<file path="src/hdl/lsvm_alu.sv">
// lsvm_alu: shared add/subtract unit with carry out, used for the adding and comparing mixer steps
// no dependencies
module lsvm_alu #(
   parameter int WIDTH = 34
) (
   input  logic [WIDTH-1:0] a,
   input  logic [WIDTH-1:0] b,
   input  logic             sub,
   output logic [WIDTH-1:0] result,
   output logic             carry
);

   logic [WIDTH-1:0] b_op;

   // on subtract, carry high means a >= b
   assign b_op = sub ? ~b : b;
   assign {carry, result} = {1'b0, a} + {1'b0, b_op} + (WIDTH + 1)'(sub);

endmodule

</file>
<file path="config.mk">
export PLATFORM = sky130hd
export DESIGN_NAME = lsvm_alu
export DESIGN_NICKNAME = d
export VERILOG_FILES = /design/src/hdl/lsvm_alu.sv
export SDC_FILE = /design/constraint.sdc
export NUM_CORES = 1
export LEC_CHECK = 0
export BUFFER_PORTS_ARGS = -buffer_cell sky130_fd_sc_hd__buf_4
export CAP_MARGIN = 0
export CORE_MARGIN = 4
export CORE_UTILIZATION = 39
export DETAILED_ROUTE_END_ITERATION = 16
export PLACE_DENSITY = 0.67
export SLEW_MARGIN = 40
export SYNTH_ARGS = -nofsm -noshare
export SYNTH_HDL_FRONTEND = slang
export SYNTH_SLANG_ARGS = --single-unit
</file>
<file path="constraint.sdc">
create_clock -name vclk -period 5.5
set_clock_uncertainty 0.05 [all_clocks]
set_input_delay 0.275 -clock vclk [all_inputs]
set_output_delay 0.275 -clock vclk [all_outputs]
set_load 0.005 [all_outputs]
</file>
# After elaboration in Yosys (flattened, before gate mapping)
# Index checks and enable logic that the tools add are counted.
[totals]
ff_bits = 0
latch_bits = 0
ram_bits = 0
rom_bits = 0
input_bits = 69
output_inout_bits = 35
wordCells = 4
memories = 0
[op_classes]
add_sub_neg = 2
multipliers = 0
div_mod_pow = 0
magnitude_cmp = 0
eq_ne = 0
n_shift = 0
mux = 1
n_bitwise = 1
reduce_logical = 0
[op_table]
columns = ["operator", "count"]
rows = [
  ["$add 34x34->35", 1],
  ["$add 35x1->35", 1],
  ["$mux 34", 1],
  ["$not 34->34", 1],
]

# Depth between registers and ports, before layout
# Gate-level depths: netlist of run 1.
[depth]
depth_word = 4
ltp_mapped = 12
mapped_depth_nobuf = 9

# Least setup slack after synthesis of run 1
# No wires, ideal clock.
[synth_path]
path_kind = "input to output"
from = "input sub"
to = "output result[32]"
arrival_time_ns = 2.838
required_time_ns = 5.175
setup_slack_ns = 2.337
path_stages = 11
path_buffers = 2
path_cell_list = "buf_4 > clkbuf_1 > xor2_1 > fa_1 > a21o_1 > a221oi_2 > o211a_2 > o22ai_1 > a41o_1 > a21oi_1 > xnor2_1"
[synth_between]
elab_chain_cells = 3
[synth_lines]
columns = ["item", "line", "source"]
rows = [
  ["start, declared", "8", "input logic sub,"],
  ["$mux 34", "16", "assign b_op = sub ? ~b : b;"],
  ["$add 34x34->35", "17", "assign {carry, result} = {1'b0, a} + {1'b0, b_op} + (WIDTH + 1)'(sub);"],
  ["$add 35x1->35 (*)", "17", ""],
  ["end, declared", "9", "output logic [WIDTH-1:0] result,"],
]
# Every way passes the cells marked *; elsewhere a longest branch is shown, timed or not.

# Worst setup path in the final report of run 1
# Ends and elaborated chain as after synthesis.

==> summary.txt, run 1 <==
Pwr
  – Int Power: 286 uW
  – Sw Pwr: 272 uW
  – Clock network power share: 0%
  – Peak supply drop: 0.0000785 V
  – Power Total: 558 uW
  – Sw frac: 48.8%
  – Combinational power share: 100.0%
  – Power per cell area: 185 nW/um2
  – Pleak: 0.00148 uW
  – Reg power frac: 0%

Placement
  – PortBufs: 104
  – GPL Wtd Cong: 0.855
  – Placed Instance Area: 3020 um2
  – DP Wirelength: 5360 um

Cells and area
  – Commonest non-fill, non-tap cell in the layout: buf_4
  – Sequential Area: 0 um2
  – Final core utilization: 55.1%
  – Seq cells: 0
  – Layout net count: 491
  – Fillers: 551
  – Layout cells sized above 1: 31.3%
  – Synth-to-layout area growth: 37.9%
  – Clock buffer count: 0
  – Most frequent cells in the layout: 104 x buf_4, 45 x xor2_1, 33 x ha_1
  – Finished Cell Area: 3020 um2
  – Ant diodes: 0
  – Multi-input logic area: 2110 um2

Floorplan
  – IO Pins: 104
  – Die X: 82.9 um
  – Vert. Die Dim: 82.9 um
  – Num rows: 27
  – Core Footprint: 5470 um2
  – Starting Density: 40.0%
  – Area of the die: 6870 um2

Yosys
  – Syn_nets: 395
  – Synthesized instance count: 292
  – Post-synthesis xor/xnor area fraction: 25.6%
  – Mux contribution to synthesized area: 1.20%
  – Post-synthesis sequential area ratio: 0%
  – Simple-Gate Fraction of Synth Area: 16.5%
  – Yosys Warn Count: 0
  – Post-Syn Area: 2190 um2
  – Post-synthesis cell type count: 56
  – Compound-Gate Fraction of Synth Area: 33.4%
  – Largest family of logic cells by synthesized area: compound AO/OA/AOI/OAI gates
  – Post-synthesis adder-cell area fraction: 19.8%
  – Mean Syn Cell Area: 7.49 um2

Detailed routing
  – Drt pass-1 iters: 4
  – Routed via count: 2462
  – ANT nets after route: 0
  – DRT iter0 DRCs: 114
  – Routed length per instance: 13.7 um
  – Final wirelength: 6290 um
  – DR vias/cell: 5.38
  – Post-route DRC: 0

Global route
  – Global route overflow: 0
  – Initial antenna violation count: 0
  – Largest net degree at the start of global routing: 35
  – GRT Total Usage: 16.8%
  – Vias in the first global route: 2395
  – Global-route wire length before repair: 10500 um

Setup path
  – Worst Path Max Fanout: 34
  – Worst Setup End Kind: primary output
  – CP required: 5.18 ns
  – Setup CP Type: input port to primary output
  – Startpoint Class: input port
  – Crit path launch: sub
  – Worst EP arrival: 3.07 ns

Clocking
  – Post-CTS setup buffers: 0
  – Post_cts resized: 0
  – Post-CTS Hold Fix Bufs: 0

Job
  – # Max-Cap Violations: 0

Timing
  – Final period utilization: 61.8%
  – Slew Limit Fails: 0
  – Final setup viols: 0
  – Max Freq: 294 MHz
  – Final hold vios: 0
  – Relative slew slack: 64.3%
  – Total negative slack: 0 ns
  – RSZ-0062 raised after global routing: false
  – Minimum clock period after layout: 3.40 ns
  – Worst-Margin Slew: 0.535 ns

Min path
  – Min-delay src: a[0]
  – Worst Hold Class: input port to primary output

Outcome
  – Status: complete, no violations
metrics by stage:
stage / setup WS (ns) / instances / hold slack (ns)
after floorplan: 2.34 / 292 / 0.551
after global routing: 1.83 / 458 / 0.813
after global placement: 2.14 / 458 / 0.809
after detailed placement: 2.08 / 458 / 0.807
final: 2.10 / 458 / 0.799
after CTS: 2.08 / 458 / 0.807
Yosys cell counts, types with 2 or more instances:
library cell | instances | share of area (%)
nand2_1 | 24 | 4.1
o221ai_1 | 2 | 0.80
inv_1 | 9 | 1.5
clkbuf_1 | 8 | 1.4
a21o_1 | 17 | 5.8
o21bai_1 | 7 | 2.4
a21oi_1 | 31 | 7.1
nand3_1 | 5 | 1.1
nand4_1 | 10 | 2.9
a221oi_1 | 2 | 0.80
a31oi_1 | 2 | 0.57
nor4_1 | 3 | 0.86
a21oi_2 | 2 | 0.80
and3_1 | 2 | 0.57
nor2b_1 | 3 | 0.86
nor2_1 | 16 | 2.7
xor2_1 | 45 | 18
o31ai_1 | 2 | 0.69
o21ai_0 | 12 | 2.7
nor3_1 | 2 | 0.46
ha_1 | 33 | 19
o21a_1 | 3 | 1.0
xnor2_1 | 19 | 7.6
routing by layer:
metal / GRT usage (%) / share of wire [%] / routed length, um
met1: 22.0 / 46 / 2920
met5: 0 / 0 / 0
met4: 1.04 / 0.48 / 30
met2: 29.9 / 46 / 2920
met3: 2.88 / 6.6 / 418
logic make-up (layout without fill, tap and decap cells):
logic type | count (synthesis) | count (layout)
buffers and inverters | 19 | 113
and+or+nand+nor | 71 | 71
xor gates and xnor gates | 64 | 64
AOI/OAI and AO/OA | 102 | 102
muxes | 2 | 2
adders and majority gates | 34 | 34
final timing paths:
check                 cells past startpoint  slack (ns)    endpoint
worst max-delay path                     11        2.10  result[32]
worst min-delay path                      3        0.80   result[0]
final cells by class:
| cell class | instances | area share, % |
|---|---|---|
| inverters | 9 | 1.12 |
| multi-input cells | 273 | 70.0 |
| well taps | 72 | 2.99 |
| repair buffers | 104 | 25.9 |
critical path, stage by stage:
cell	delay, ns
buf_4	0.44
xor2_1	0.20
fa_1	0.45
a21o_1	0.20
a221oi_2	0.33
o211a_2	0.29
o22ai_1	0.17
a41o_1	0.27
a21oi_1	0.16
xnor2_1	0.14
buf_4	0.13
power groups by stage:
stage / registers, uW / clock network, uW / logic, uW
global route: 0 / 0 / 616
detailed placement: 0 / 0 / 559
global placement: 0 / 0 / 557
CTS: 0 / 0 / 561
finish: 0 / 0 / 558
floorplan: 0 / 0 / 332
Power figures use the tool's default switching activity.
==> run 2: changes to the inputs <==
- ABC_AREA: not set -> 1
- PLACE_DENSITY: 0.67 -> 0.64
- clock period: 5.5 -> 3.3 ns (I/O delays scaled with it)
==> summary.txt, run 2 <==
Floorplan
  – Die X: 90.3 um (+8.9%)
  – Core Footprint: 6460 um2 (+18%)
  – Num rows: 29 (+7.4%)
  – IO Pins: 104 (unchanged)
  – Area of the die: 8150 um2 (+19%)
  – Starting Density: 40.9% (+0.91 points)
  – Vert. Die Dim: 90.3 um (+8.9%)

Detailed routing
  – DR vias/cell: 4.97 (-7.5%)
  – Drt pass-1 iters: 4 (unchanged)
  – Post-route DRC: 0 (unchanged)
  – DRT iter0 DRCs: 151 (+32%)
  – Final wirelength: 8910 um (+42%)
  – ANT nets after route: 0 (unchanged)
  – Routed via count: 3376 (+37%)
  – Routed length per instance: 13.1 um (-4.4%)

Yosys
  – Syn_nets: 605 (+53%)
  – Post-Syn Area: 2640 um2 (+21%)
  – Post-synthesis sequential area ratio: 0% (unchanged)
  – Post-synthesis cell type count: 20 (-64%)
  – Synthesized instance count: 502 (+72%)
  – Most frequent cell after synthesis: nand2_1
  – Synth cell count leaders: 163 x nand2_1, 78 x inv_1, 50 x nor2_1, 50 x xor2_1, 41 x a21oi_1
  – Mean Syn Cell Area: 5.26 um2 (-30%)
  – Synth top area cells: nand2_1 23%, xor2_1 17%, ha_1 16%
  – Synth top area share: 23.2% (+4.3 points)
  – Yosys Warn Count: 0 (unchanged)
  – Top cell type by total area after synthesis: nand2_1

Pwr
  – Int Power: 428 uW (+50%)
  – Combinational power share: 100.0% (about the same)
  – Peak supply drop: 0.000141 V (+80%)
  – Pleak: 0.00206 uW (+39%)
  – Power Total: 960 uW (+72%)
  – Reg power frac: 0% (unchanged)
  – Sw frac: 55.4% (+6.6 points)
  – Clock network power share: 0% (unchanged)
  – Sw Pwr: 532 uW (+95%)
  – Power per cell area: 275 nW/um2 (+48%)

Job
  – # Max-Cap Violations: 0 (unchanged)

Cells and area
  – Final core utilization: 54.1% (-0.99 points)
  – Fillers: 751 (+36%)
  – Ant diodes: 0 (unchanged)
  – Layout cells sized above 1: 19.8% (-12 points)
  – Layout Cells excl Fill: 679 (+48%)
  – Seq cells: 0 (unchanged)
  – Most frequent cells in the layout: 163 x nand2_1, 104 x buf_4, 78 x inv_1
  – Synth-to-layout area growth: 32.4%
  – Layout net count: 707 (+44%)
  – Sequential Area: 0 um2 (unchanged)
  – Clock buffer count: 0 (unchanged)
  – Commonest non-fill, non-tap cell in the layout: nand2_1

Timing
  – Total negative slack: 0 ns (unchanged)
  – Slew Limit Fails: 0 (unchanged)
  – Final period utilization: 78.7%
  – Hold Slack: 0.554 ns (-0.246 ns)
  – Max Freq: 385 MHz
  – Final setup viols: 0 (unchanged)
  – Minimum clock period after layout: 2.60 ns
  – Relative slew slack: 62.9% (-1.4 points)
  – Worst-Margin Slew: 0.557 ns (+0.0217 ns)
  – Final hold vios: 0 (unchanged)
  – RSZ-0062 raised after global routing: false

Global route
  – Global route overflow: 0 (unchanged)
  – Vias in the first global route: 3128 (+31%)
  – Initial antenna violation count: 0 (unchanged)
  – GRT Total Usage: 20.9% (+4.1 points)
  – Global-route wire length before repair: 14600 um (+40%)
  – Largest net degree at the start of global routing: 35 (unchanged)

Setup path
  – CP most frequent cell: nand2_1
  – Setup CP Type: input port to primary output
  – Buffers and inverters on the worst path: 3 (+1)
  – Crit path largest cell delay: 0.45 ns (about the same)
  – CP required: 3.08 ns (-2.10 ns)
  – Worst Setup End Kind: primary output
  – Worst path top cell family by delay: simple AND/OR/NAND/NOR gates
  – Worst Path Max Fanout: 34 (unchanged)
  – Worst-path cell chain: buf_4, xor2_1, ha_1, nand2_1, inv_1, a21oi_1, nand3_2, nand2_1, nand2_2, nand2_1, nand2_1, nand2_1, nand2_1, buf_4
  – Worst EP arrival: 2.38 ns (-0.69 ns)
  – Startpoint Class: input port
  – Slowest cell on the critical path: buf_4

Outcome
  – Status: complete, no violations

Clocking
  – Post_cts resized: 0 (unchanged)
  – Post-CTS Hold Fix Bufs: 0 (unchanged)
  – Post-CTS setup buffers: 0 (unchanged)

Placement
  – Post-Place Cells: 679 (+48%)
  – GPL Wtd Cong: 0.916 (+7.1%)
  – PortBufs: 104 (unchanged)
  – DP Wirelength: 7970 um (+49%)

Min path
  – Worst Hold Class: input port to primary output
==> run 2: cell count changes in the layout (fill, tap and decap cells not counted), sizes merged, moves of 8 or more <==
cell and change:
o21ai +14, nand3 +23, inv +69, a21oi +8
a21o -17, xnor2 -19, nand2 +149, nor2 +36
==> run 2: cell families after synthesis <==
logic type	synth area share (%)
compound gates	13.2
xor+xnor	16.6
fa+ha+maj	16.4
buf+inv	11.9
simple gates	41.9
==> run 2: final cells by class <==
| cell class | instances | area, um2 | area share (%) |
|---|---|---|---|
| well taps | 77 | 96.3 | 2.76 |
| inverters | 78 | 293 | 8.38 |
| repair buffers | 104 | 781 | 22.3 |
| multi-input cells | 420 | 2330 | 66.5 |
==> run 2: final timing paths <==
kind | from | to | cells past startpoint
worst max-delay path | sub | result[33] | 14
worst min-delay path | a[0] | result[0] | 3
==> run 2: tightest hold or removal path, delay by kind of cell <==
family / cells / cell delay [ns]
xor gates and xnor gates: 1 / 0.06
buffers and inverters: 2 / 0.22
==> run 2: stage by stage <==
| step | instance area [um2] | worst slack (ns) |
|---|---|---|
| final | 3500 | 0.701 |
| after CTS | 3500 | 0.711 |
| after floorplan | 2640 | 1.23 |
| after global placement | 3500 | 0.755 |
| after detailed placement | 3500 | 0.715 |
| after global routing | 3500 | 0.446 |
==> run 2: per-layer routing <==
metal | up-vias | part of all wire, % | global-route usage (%) | wire (um)
met3 | 4 | 4.4 | 1.58 | 392
met1 | 1513 | 49 | 30.4 | 4390
met5 | - | 0 | 0 | 0
met2 | 73 | 46 | 35.1 | 4090
met4 | 0 | 0.49 | 1.15 | 44
li1 | 1786 | - | - | -
==> run 2: power groups by stage <==
stage	sequential [uW]	combinational, uW	clock (uW)
CTS	0	964	0
floorplan	0	557	0
global placement	0	956	0
detailed placement	0	960	0
finish	0	960	0
global route	0	1080	0
==> run 3: changes to the inputs <==
- clock period: 3.3 -> 2.6 ns (I/O delays scaled with it)
==> summary.txt, run 3 (synthesis results as in run 2) <==
Timing
  – Minimum clock period after layout: 2.28 ns
  – Slew Limit Fails: 0 (unchanged)
  – Total negative slack: 0 ns (unchanged)
  – Final setup viols: 0 (unchanged)
  – Max Freq: 438 MHz
  – Relative slew slack: 68.8% (+5.9 points)
  – Worst-Margin Slew: 0.463 ns (-0.0941 ns)
  – Final period utilization: 87.8%
  – Final hold vios: 0 (unchanged)
  – RSZ-0062 raised after global routing: false

Detailed routing
  – ANT nets after route: 0 (unchanged)
  – DR vias/cell: 5.00 (+0.50%)
  – Routed length per instance: 13.4 um (+1.7%)
  – Drt pass-1 iters: 5 (+1)
  – DRT iter0 DRCs: 161 (+6.6%)
  – Post-route DRC: 0 (unchanged)
  – Routed via count: 3413 (+1.1%)
  – Final wirelength: 9120 um (+2.3%)

Placement
  – GPL Wtd Cong: 0.946 (+3.3%)
  – Placed Instance Area: 3540 um2 (+1.2%)
  – Post-Place Cells: 683 (+0.59%)
  – PortBufs: 104 (unchanged)
  – DP Wirelength: 8210 um (+3.0%)

Cells and area
  – Final core utilization: 54.8% (+0.72 points)
  – Ant diodes: 0 (unchanged)
  – Most frequent cells in the layout: 163 x nand2_1, 106 x buf_4, 78 x inv_1
  – Commonest non-fill, non-tap cell in the layout: nand2_1
  – Finished Cell Area: 3540 um2 (+1.3%)
  – Fillers: 739 (-1.6%)
  – Synth-to-layout area growth: 34.1%
  – Clock buffer count: 0 (unchanged)
  – Layout Cells excl Fill: 683 (+0.59%)
  – Seq cells: 0 (unchanged)
  – Layout net count: 711 (+0.57%)
  – Sequential Area: 0 um2 (unchanged)
  – Layout cells sized above 1: 20.3% (+0.53 points)

Clocking
  – Post-CTS setup buffers: 0 (unchanged)

Floorplan
  – Vert. Die Dim: 90.3 um (unchanged)
  – Num rows: 29 (unchanged)
  – Area of the die: 8150 um2 (unchanged)
  – Starting Density: 40.9% (unchanged)
  – Die X: 90.3 um (unchanged)
  – Core Footprint: 6460 um2 (unchanged)
  – IO Pins: 104 (unchanged)

Pwr
  – Sw frac: 55.4% (about the same)
  – Sw Pwr: 686 uW (+29%)
  – Reg power frac: 0% (unchanged)
  – Int Power: 552 uW (+29%)
  – Combinational power share: 100.0% (about the same)
  – Peak supply drop: 0.000144 V (+1.6%)
  – Pleak: 0.00208 uW (+1.2%)
  – Power Total: 1240 uW (+29%)
  – Clock network power share: 0% (unchanged)
  – Power per cell area: 349 nW/um2 (+27%)

Setup path
  – Slowest cell on the critical path: o21ai_0
  – Crit path largest cell delay: 0.42 ns (-0.03 ns)
  – Setup CP Type: input port to primary output
  – CP required: 2.42 ns (-0.66 ns)
  – Worst Path Max Fanout: 15 (-56%)
  – CP most frequent cell: nand2_1
  – Worst Setup End Kind: primary output
  – Worst-path cell chain: buf_6, xor2_1, ha_1, nand2_1, o21ai_0, nand3b_1, nand3_1, nand2_1, nand2_1, nand2_1, buf_4
  – Worst EP arrival: 2.10 ns (-0.28 ns)
  – Startpoint Class: input port

Min path
  – Worst Hold Class: input port to primary output

Global route
  – Vias in the first global route: 3162 (+1.1%)
  – GRT Total Usage: 21.5% (+0.62 points)
  – Largest net degree at the start of global routing: 18 (-49%)
  – Global-route wire length before repair: 15000 um (+2.4%)
  – Initial antenna violation count: 0 (unchanged)
  – Global route overflow: 0 (unchanged)

Job
  – # Max-Cap Violations: 0 (unchanged)

Outcome
  – Status: complete, no violations
==> run 3: cell count changes in the layout (fill, tap and decap cells not counted), sizes merged <==
| cell | delta |
|---|---|
| buf | +4 |
==> run 3: layout make-up <==
class	instances	area, um2	area share, %
Multi-Input combinational cell	420	2330	65.7
Tap cell	77	96.3	2.72
Timing Repair Buffer	108	827	23.3
Inverter	78	293	8.27
==> run 3: per-layer routing <==
metal / up-vias / global-route usage, % / part of all wire (%) / routed length, um
li1: 1795 / - / - / -
met1: 1514 / 30.7 / 48 / 4420
met2: 98 / 36.2 / 45 / 4120
met3: 6 / 2.25 / 6.0 / 551
met4: 0 / 1.66 / 0.36 / 33
met5: - / 0 / 0 / 0
==> run 3: critical path, delay by kind of cell <==
kind / cells / cell delay (ns)
simple gates: 6 / 0.77
compound gates: 1 / 0.42
fa+ha+maj: 1 / 0.35
buf+inv: 2 / 0.25
xor+xnor: 1 / 0.17
==> run 3: power groups by stage <==
stage / logic, uW / registers [uW] / clock network [uW]
finish: 1240 / 0 / 0
global route: 1390 / 0 / 0
CTS: 1240 / 0 / 0
detailed placement: 1230 / 0 / 0
global placement: 1230 / 0 / 0
floorplan: 706 / 0 / 0
==> run 3: timing repair <==
item	CTS	global route
gates resized for setup	0	1
hold buffers	0	0
endpoints found under the setup margin	0	1
==> run 3: worst paths after layout <==
path	startpoint	to	slack, ns	depth (start not counted)
setup / recovery	sub	result[18]	0.32	11
hold / removal	a[0]	result[0]	0.49	3
==> run 3: stage by stage <==
stage | setup WS (ns) | hold slack, ns
floorplan | 0.604 | 0.261
global placement | 0.293 | 0.481
detailed placement | 0.297 | 0.489
CTS | 0.291 | 0.489
global route | 0.0758 | 0.503
finish | 0.318 | 0.489
